$ cat src/design/mtes_pkg.sv
// ============================================================================
// mtes_pkg
// Shared types, codes and the variable-length quantity encoder for the
// midi track event serializer.
// ============================================================================
`timescale 1ns / 1ps
`default_nettype none

package mtes_pkg;

    // command codes of an input item
    localparam logic [1:0] CMD_CHANNEL = 2'd0;
    localparam logic [1:0] CMD_HEADER  = 2'd1;
    localparam logic [1:0] CMD_PAYLOAD = 2'd2;

    // configuration register indexes
    localparam logic CFG_SEQ_CHANNEL = 1'b0;
    localparam logic CFG_USE_EVENT   = 1'b1;

    // status high nibbles of channel events
    localparam logic [3:0] KIND_NOTE_OFF  = 4'h8;
    localparam logic [3:0] KIND_NOTE_ON   = 4'h9;
    localparam logic [3:0] KIND_AFTERTCH  = 4'hA;
    localparam logic [3:0] KIND_CONTROL   = 4'hB;
    localparam logic [3:0] KIND_PROGRAM   = 4'hC;
    localparam logic [3:0] KIND_PRESSURE  = 4'hD;
    localparam logic [3:0] KIND_PITCH     = 4'hE;

    localparam logic [7:0] STATUS_META    = 8'hFF;
    localparam logic       VLQ_MORE       = 1'b1;

    // input item
    typedef struct packed {
        logic [1:0]  command;
        logic [27:0] tick_delta;
        logic [7:0]  status;
        logic [3:0]  event_channel;
        logic [7:0]  meta_type;
        logic [6:0]  data_first;
        logic [6:0]  data_second;
        logic [27:0] payload_length;
        logic [7:0]  payload_byte;
    } t_in;

    // result item
    typedef struct packed {
        logic [7:0] out_byte;
        logic       last;
    } t_out;

    // encoded vlq, byte 0 goes out first
    typedef struct packed {
        logic [3:0][7:0] bytes;
        logic [2:0]      cnt;
    } t_vlq;

    // classified item: three byte segments sent in order
    typedef struct packed {
        logic [3:0][7:0] seg_a;
        logic [2:0]      cnt_a;
        logic [2:0][7:0] seg_b;
        logic [1:0]      cnt_b;
        logic [3:0][7:0] seg_c;
        logic [2:0]      cnt_c;
    } t_job;

    // 28-bit value to 1..4 vlq bytes, most significant group first
    function automatic t_vlq vlq_encode(input logic [27:0] v);
        t_vlq r;
        r.bytes = '0;
        if (v[27:21] != 7'd0) begin
            r.cnt      = 3'd4;
            r.bytes[0] = {VLQ_MORE, v[27:21]};
            r.bytes[1] = {VLQ_MORE, v[20:14]};
            r.bytes[2] = {VLQ_MORE, v[13:7]};
            r.bytes[3] = {1'b0, v[6:0]};
        end else if (v[20:14] != 7'd0) begin
            r.cnt      = 3'd3;
            r.bytes[0] = {VLQ_MORE, v[20:14]};
            r.bytes[1] = {VLQ_MORE, v[13:7]};
            r.bytes[2] = {1'b0, v[6:0]};
        end else if (v[13:7] != 7'd0) begin
            r.cnt      = 3'd2;
            r.bytes[0] = {VLQ_MORE, v[13:7]};
            r.bytes[1] = {1'b0, v[6:0]};
        end else begin
            r.cnt      = 3'd1;
            r.bytes[0] = {1'b0, v[6:0]};
        end
        return r;
    endfunction

endpackage

`default_nettype wire

$ cat src/design/midi_track_event_serializer.sv
// an accepted item is written into the job queue, and its first byte then goes out
//   through the registered output stage; one output byte per cycle while a job is
//   queued and the receiver is ready; an item gives 1 to 10 bytes (about 4 for a typical channel event)
// a two-entry job queue lets input items keep arriving while bytes drain
// reset: synchronous active low; empties the queue and output stage, sets
//   sequence channel to 0 and use-event-channel to 1
// ============================================================================
// midi_track_event_serializer
// Serializes midi events into standard midi file track bytes: front end
// classifies items, a short queue decouples it from the byte serializer.
// ============================================================================
`timescale 1ns / 1ps
`default_nettype none

module midi_track_event_serializer import mtes_pkg::*; (
    input  wire logic       i_clk,
    input  wire logic       i_rst_n,
    input  wire logic       i_cfg_we,
    input  wire logic       i_cfg_idx,
    input  wire logic [3:0] i_cfg_data,
    input  wire logic       i_valid,
    output logic            o_ready,
    input  wire t_in        i_item,
    output logic            o_valid,
    input  wire logic       i_ready,
    output t_out            o_item
);

    logic q_full;
    logic q_valid;
    logic push;
    logic pop;
    t_job push_job;
    t_job head_job;

    // classify items
    mtes_front u_front (
        .i_clk      (i_clk),
        .i_rst_n    (i_rst_n),
        .i_cfg_we   (i_cfg_we),
        .i_cfg_idx  (i_cfg_idx),
        .i_cfg_data (i_cfg_data),
        .i_valid    (i_valid),
        .i_item     (i_item),
        .i_q_full   (q_full),
        .o_ready    (o_ready),
        .o_push     (push),
        .o_job      (push_job)
    );

    // job queue
    mtes_queue u_queue (
        .i_clk   (i_clk),
        .i_rst_n (i_rst_n),
        .i_push  (push),
        .i_job   (push_job),
        .i_pop   (pop),
        .o_full  (q_full),
        .o_valid (q_valid),
        .o_job   (head_job)
    );

    // byte serializer
    mtes_back u_back (
        .i_clk     (i_clk),
        .i_rst_n   (i_rst_n),
        .i_q_valid (q_valid),
        .i_job     (head_job),
        .o_pop     (pop),
        .i_ready   (i_ready),
        .o_valid   (o_valid),
        .o_item    (o_item)
    );

endmodule

`default_nettype wire

$ cat src/design/mtes_front.sv
// ============================================================================
// mtes_front
// Accepts input items, holds the channel configuration and turns each item
// into a job of up to three byte segments for the queue.
// ============================================================================
`timescale 1ns / 1ps
`default_nettype none

module mtes_front import mtes_pkg::*; (
    input  wire logic       i_clk,
    input  wire logic       i_rst_n,
    input  wire logic       i_cfg_we,
    input  wire logic       i_cfg_idx,
    input  wire logic [3:0] i_cfg_data,
    input  wire logic       i_valid,
    input  wire t_in        i_item,
    input  wire logic       i_q_full,
    output logic            o_ready,
    output logic            o_push,
    output t_job            o_job
);

    logic [3:0] r_seq_channel;
    logic       r_use_event;

    // configuration registers
    always_ff @(posedge i_clk) begin
        if (!i_rst_n) begin
            r_seq_channel <= 4'd0;
            r_use_event   <= 1'b1;
        end else if (i_cfg_we) begin
            case (i_cfg_idx)
                CFG_SEQ_CHANNEL: r_seq_channel <= i_cfg_data;
                CFG_USE_EVENT:   r_use_event   <= i_cfg_data[0];
                default:         r_seq_channel <= r_seq_channel;
            endcase
        end
    end

    t_vlq       delta_vlq;
    t_vlq       len_vlq;
    logic [3:0] chan;
    logic       is_known;

    assign delta_vlq = vlq_encode(i_item.tick_delta);
    assign len_vlq   = vlq_encode(i_item.payload_length);
    assign chan      = r_use_event ? i_item.event_channel : r_seq_channel;

    // every command but the unused code goes to the queue
    assign is_known = (i_item.command == CMD_CHANNEL) || (i_item.command == CMD_HEADER)
                   || (i_item.command == CMD_PAYLOAD);
    assign o_ready  = !i_q_full;
    assign o_push   = i_valid && !i_q_full && is_known;

    // classify the item into segments
    always_comb begin
        o_job       = '0;
        o_job.cnt_b = 2'd1;
        case (i_item.command)
            CMD_CHANNEL: begin
                o_job.seg_a    = delta_vlq.bytes;
                o_job.cnt_a    = delta_vlq.cnt;
                o_job.seg_b[0] = i_item.status | {4'd0, chan};
                o_job.seg_b[1] = {1'b0, i_item.data_first};
                o_job.seg_b[2] = {1'b0, i_item.data_second};
                case (i_item.status[7:4])
                    KIND_NOTE_OFF, KIND_NOTE_ON, KIND_AFTERTCH,
                    KIND_CONTROL, KIND_PITCH:     o_job.cnt_b = 2'd3;
                    KIND_PROGRAM, KIND_PRESSURE:  o_job.cnt_b = 2'd2;
                    default:                      o_job.cnt_b = 2'd1;
                endcase
            end
            CMD_HEADER: begin
                o_job.seg_a    = delta_vlq.bytes;
                o_job.cnt_a    = delta_vlq.cnt;
                o_job.seg_b[0] = i_item.status;
                o_job.seg_b[1] = i_item.meta_type;
                o_job.cnt_b    = (i_item.status == STATUS_META) ? 2'd2 : 2'd1;
                o_job.seg_c    = len_vlq.bytes;
                o_job.cnt_c    = len_vlq.cnt;
            end
            CMD_PAYLOAD: begin
                o_job.seg_b[0] = i_item.payload_byte;
            end
            default: begin
                o_job.cnt_b = 2'd1;
            end
        endcase
    end

endmodule

`default_nettype wire

$ cat src/design/mtes_queue.sv
// ============================================================================
// mtes_queue
// Two-entry job queue between front and back, head shown ahead of the pop.
// ============================================================================
`timescale 1ns / 1ps
`default_nettype none

module mtes_queue import mtes_pkg::*; (
    input  wire logic i_clk,
    input  wire logic i_rst_n,
    input  wire logic i_push,
    input  wire t_job i_job,
    input  wire logic i_pop,
    output logic      o_full,
    output logic      o_valid,
    output t_job      o_job
);

    t_job       r_mem [2];
    logic       r_wptr;
    logic       r_rptr;
    logic [1:0] r_count;

    assign o_full  = (r_count == 2'd2);
    assign o_valid = (r_count != 2'd0);
    assign o_job   = r_mem[r_rptr];

    // entry storage
    always_ff @(posedge i_clk) begin
        if (i_push) begin
            r_mem[r_wptr] <= i_job;
        end
    end

    // pointers and fill count
    always_ff @(posedge i_clk) begin
        if (!i_rst_n) begin
            r_wptr  <= 1'b0;
            r_rptr  <= 1'b0;
            r_count <= 2'd0;
        end else begin
            if (i_push) begin
                r_wptr <= !r_wptr;
            end
            if (i_pop) begin
                r_rptr <= !r_rptr;
            end
            case ({i_push, i_pop})
                2'b10:   r_count <= r_count + 2'd1;
                2'b01:   r_count <= r_count - 2'd1;
                default: r_count <= r_count;
            endcase
        end
    end

endmodule

`default_nettype wire

$ cat src/design/mtes_back.sv
// ============================================================================
// mtes_back
// Walks the segments of the head job and sends one byte per cycle, unless
// stalled, through a registered output stage, marking each item's last byte.
// ============================================================================
`timescale 1ns / 1ps
`default_nettype none

module mtes_back import mtes_pkg::*; (
    input  wire logic i_clk,
    input  wire logic i_rst_n,
    input  wire logic i_q_valid,
    input  wire t_job i_job,
    output logic      o_pop,
    input  wire logic i_ready,
    output logic      o_valid,
    output t_out      o_item
);

    localparam logic [1:0] SEG_A = 2'd0;
    localparam logic [1:0] SEG_B = 2'd1;
    localparam logic [1:0] SEG_C = 2'd2;

    logic [1:0] r_seg;
    logic [1:0] r_idx;
    logic       r_valid;
    t_out       r_item;

    logic [1:0] cur_seg;
    logic [2:0] cur_cnt;
    logic [7:0] cur_byte;
    logic [2:0] idx_next;
    logic       seg_end;
    logic       item_end;
    logic       step;

    // skip an empty delta segment at the start of a job
    assign cur_seg = (r_seg == SEG_A && i_job.cnt_a == 3'd0) ? SEG_B : r_seg;

    // current byte and segment length
    always_comb begin
        case (cur_seg)
            SEG_A: begin
                cur_byte = i_job.seg_a[r_idx];
                cur_cnt  = i_job.cnt_a;
            end
            SEG_B: begin
                cur_byte = (r_idx == 2'd3) ? 8'd0 : i_job.seg_b[r_idx];
                cur_cnt  = {1'b0, i_job.cnt_b};
            end
            SEG_C: begin
                cur_byte = i_job.seg_c[r_idx];
                cur_cnt  = i_job.cnt_c;
            end
            default: begin
                cur_byte = 8'd0;
                cur_cnt  = 3'd1;
            end
        endcase
    end

    assign idx_next = {1'b0, r_idx} + 3'd1;
    assign seg_end  = (idx_next == cur_cnt);
    assign item_end = seg_end && ((cur_seg == SEG_B && i_job.cnt_c == 3'd0)
                                  || cur_seg == SEG_C);
    assign step     = i_q_valid && (!r_valid || i_ready);
    assign o_pop    = step && item_end;

    // segment and byte position
    always_ff @(posedge i_clk) begin
        if (!i_rst_n) begin
            r_seg <= SEG_A;
            r_idx <= 2'd0;
        end else if (step) begin
            if (item_end) begin
                r_seg <= SEG_A;
                r_idx <= 2'd0;
            end else if (seg_end) begin
                r_seg <= cur_seg + 2'd1;
                r_idx <= 2'd0;
            end else begin
                r_idx <= idx_next[1:0];
            end
        end
    end

    // output register
    always_ff @(posedge i_clk) begin
        if (!i_rst_n) begin
            r_valid <= 1'b0;
        end else if (step) begin
            r_valid <= 1'b1;
        end else if (i_ready) begin
            r_valid <= 1'b0;
        end
    end

    always_ff @(posedge i_clk) begin
        if (step) begin
            r_item.out_byte <= cur_byte;
            r_item.last     <= item_end;
        end
    end

    assign o_valid = r_valid;
    assign o_item  = r_item;

endmodule

`default_nettype wire

$ cat config.mk
export PLATFORM = sky130hd
export DESIGN_NAME = midi_track_event_serializer
export DESIGN_NICKNAME = d
export VERILOG_FILES = /design/src/design/mtes_pkg.sv /design/src/design/midi_track_event_serializer.sv /design/src/design/mtes_front.sv /design/src/design/mtes_queue.sv /design/src/design/mtes_back.sv
export SDC_FILE = /design/constraint.sdc
export NUM_CORES = 1
export LEC_CHECK = 0
export BUFFER_PORTS_ARGS = -buffer_cell sky130_fd_sc_hd__clkbuf_2
export CAP_MARGIN = 10
export CORE_MARGIN = 1
export CORE_UTILIZATION = 35
export DETAILED_ROUTE_END_ITERATION = 8
export PLACE_DENSITY = 0.58
export SYNTH_ARGS = -nofsm -noshare
export SYNTH_HDL_FRONTEND = slang
export SYNTH_SLANG_ARGS = --single-unit
$ cat constraint.sdc
create_clock -name i_clk -period 5.3 [get_ports i_clk]
set_clock_uncertainty 0.15 [all_clocks]
set_input_delay 0.795 -clock i_clk [delete_from_list [all_inputs] [get_ports i_clk]]
set_output_delay 0.795 -clock i_clk [all_outputs]
set_load 0.01 [all_outputs]
==> results.yml <==
setup_path:
  crit_path_end_kind: "flop"
  critPathArrivalTime_ps: 3500
  cp_max_fo: 33
  start_kind: "flop"
  critPathKind: "flop to flop"
  required_ps: 5580
synth:
  muxShareOfSynthArea_pct: 15.1
  ys_async_sr_fraction_pct: 0
  synth-compound-area-share_pct: 8.04
  yosysWarningCount: 0
  synthDistinctLibCells: 53
  synth-simple-area-share_pct: 10.7
  ys.flop_type: "edfxtp_1"
  synth_top_family_by_area: "multiplexers"
  synth_seq_area_share_pct: 63.2
  synth-seq-cells: 206
  synth_area_leaders: "edfxtp_1, mux4_2, mux2i_1"
  synth_edf_count: 191
  yosysTopAreaCellShare_pct: 60.1
  synth_adder_area_share_pct: 0.262
  synthXorXnorAreaFrac_pct: 0.367
  syn_inst: 670
  synth_area_per_cell_um2: 14.2
  synth_area_um2: 9540
  yosys.area.top_type: "edfxtp_1"
  syn_nets: 782
clock_tree:
  path_clk_slew_ps: 60
  root_buffer: "clkbuf_16"
  cts_tree: "built"
  clockBufferDepth: 3
  h-tree-depth: 1
  cts_resized: 0
  cts_inserted_buffers: 23
  hold_buffers: 0
  clk_latency_ps: 500
  clock-sinks: 206
  post_cts_buffers: 0
power_and_ir_drop:
  power.density_nw_per_um2: 349
  max-vdd-ir-drop_mv: 0.211
  p_leak_nw: 4.04
global_routing:
  antenna_found_initial: 0
  grt_max_degree: 55
  grt_pass1_vias: 6047
  grtUsageTotal_pct: 16.8
  grt_pass1_wl_mm: 36.0
  grt_overflow_total: 0
worst_hold_path:
  hold_class: "flop to flop"
cells_and_area:
  diodes: 0
  final_core_util_pct: 41.8
  drive_above_1_share_pct: 27.7
  final_nets: 898
  instances_no_fill: 1143
  area_growth_pct: 17.6
  fin_area_um2: 11200
sta:
  maxSlewHeadroom_pct: 38.2
  report.final.hold_viol_count: 0
  finalCritPeriodShare_pct: 60.9
  tightest_slew_ps: 928
  rsz0062_at_grt: "false"
  period_minus_slack_ps: 3230
  fmax_ghz: 0.310
  setup_viol: 0
  slew_violations: 0
  tns_ps: 0
drt:
  drt_drc_violations_left: 0
  drtIter0Drc: 494
  vias_per_cell: 5.35
  detail-route-antenna-nets: 0
  wl_mm: 23.4
  num_vias: 6115
  post_drt_wl_per_cell_um: 20.4
  first_pass_iters: 5
floorplan:
  start_util_pct: 35.5
  die_w_um: 167
  dieArea_um2: 27900
  fp.dieH_um: 167
  row_count: 60
  pin_count: 121
  core_area_um2: 26900
placed_design:
  portBuffers: 120
  hpwlAfterDp_mm: 15.9
  dpl.cell_count: 1102
  place_area_um2: 10500
  gp_congestion: 0.778
outcome:
  status: "complete, no violations"
flow_run:
  cap_violations: 0
[layer usage]
layer	GRT usage, %	part of all wire [%]	vias to the layer above
met3	3.36	6.1	15
met4	3.38	0.98	0
li1	-	-	2851
met5	0	0	-
met1	24.7	48	3038
met2	25.7	45	211
[path summary, 6_finish.rpt]
path / cells after the start / slack (ps) / from / to
hold / removal: 2 / 340 / u_queue.r_rptr / u_queue.r_rptr
hold reg to reg: 2 / 340 / u_queue.r_rptr / u_queue.r_rptr
setup / recovery: 8 / 2070 / flop / u_queue.r_count[1]
setup reg to reg: 8 / 2070 / flop / u_queue.r_count[1]
[final cells by class]
type	instances	area (um^2)
clock buffer	27	591
clock inverter	14	119
fill	2479	15600
inverter	13	48.8
multi-input combinational	412	3310
sequential	206	6040
tap	341	427
timing repair buffer	130	688
[worst max-delay path, cell delays in order (launching register included)]
cell,delay (ps)
dfxtp_4,750
mux4_2,600
a21o_1,200
o211ai_2,180
nand4_4,180
nor4_4,260
ha_1,320
or3_1,370
a21oi_1,140
[placed cells by master, fill, tap and decap left out, types with 3 or more instances in the layout]
cell / count
edfxtp_1: 191
clkbuf_2: 120
nor2_1: 67
nand2_1: 50
mux2i_1: 48
mux4_2: 40
a21oi_1: 30
and2_1: 26
clkbuf_16: 23
nor3_1: 19
o21ai_0: 18
a221o_1: 14
dfxtp_1: 13
inv_1: 12
nand3_1: 9
buf_4: 9
a22oi_1: 7
a211oi_1: 7
a221oi_1: 7
o221ai_1: 7
clkinv_1: 7
nor2b_1: 6
nor4_1: 5
mux2_2: 4
a21o_1: 4
nand2b_1: 4
clkbuf_1: 4
nor4_4: 3
xnor2_1: 3
o22ai_1: 3
or3_1: 3
clkinv_2: 3
[power breakdown]
part	leakage, nW	total [W]	internal (W)	switching (W)
clock network	0.348	0.00150	0.000892	0.000611
registers	1.93	0.00196	0.00191	0.0000515
logic	1.77	0.000458	0.000190	0.000268
total	4.04	0.00392	0.00299	0.000930
[state kept, by name (all words and copies together), names as in the netlist, named ones only]
| register | cells |
|---|---|
| u_queue.r_mem | 182 |
| u_back.o_item | 9 |
| u_front.r_seq_channel | 4 |
| u_back.r_idx | 2 |
| u_back.r_seg | 2 |
| u_queue.r_count | 2 |
| u_back.o_valid | 1 |
| u_front.r_use_event | 1 |
| u_queue.r_rptr | 1 |
| u_queue.r_wptr | 1 |
[per-stage QoR]
stage          worst slack [ps]  total power [W]  hold WS (ps)
6_report                   2070          0.00392           336
5_1_grt                    1810          0.00407           382
4_1_cts                    2010          0.00396           342
3_5_place_dp               1950          0.00245           332
3_3_place_gp               2030          0.00245           316
2_1_floorplan              -417          0.00227           302
[cells by family after synthesis]
group                    count (synthesis)
flip-flops                             206
AND/OR/NAND/NOR                        205
AO/OA/AOI/OAI                          108
multiplexers                            93
buffers and inverters                   52
XOR/XNOR                                 4
adder cells (fa/ha/maj)                  2
[Yosys cell counts (all sizes together) (5+ instances only)]
master	n
nor2b	6
nand3	9
nor2	69
nor4	9
and2	26
buf	16
edfxtp	191
a221o	14
clkbuf	23
nor3	19
mux4	40
mux2i	48
a21oi	30
o221ai	7
mux2	5
a221oi	7
a211oi	7
dfxtp	15
a22oi	7
o21ai	19
inv	13
nand2	50
Note: power is estimated with default switching activity, not from simulation.
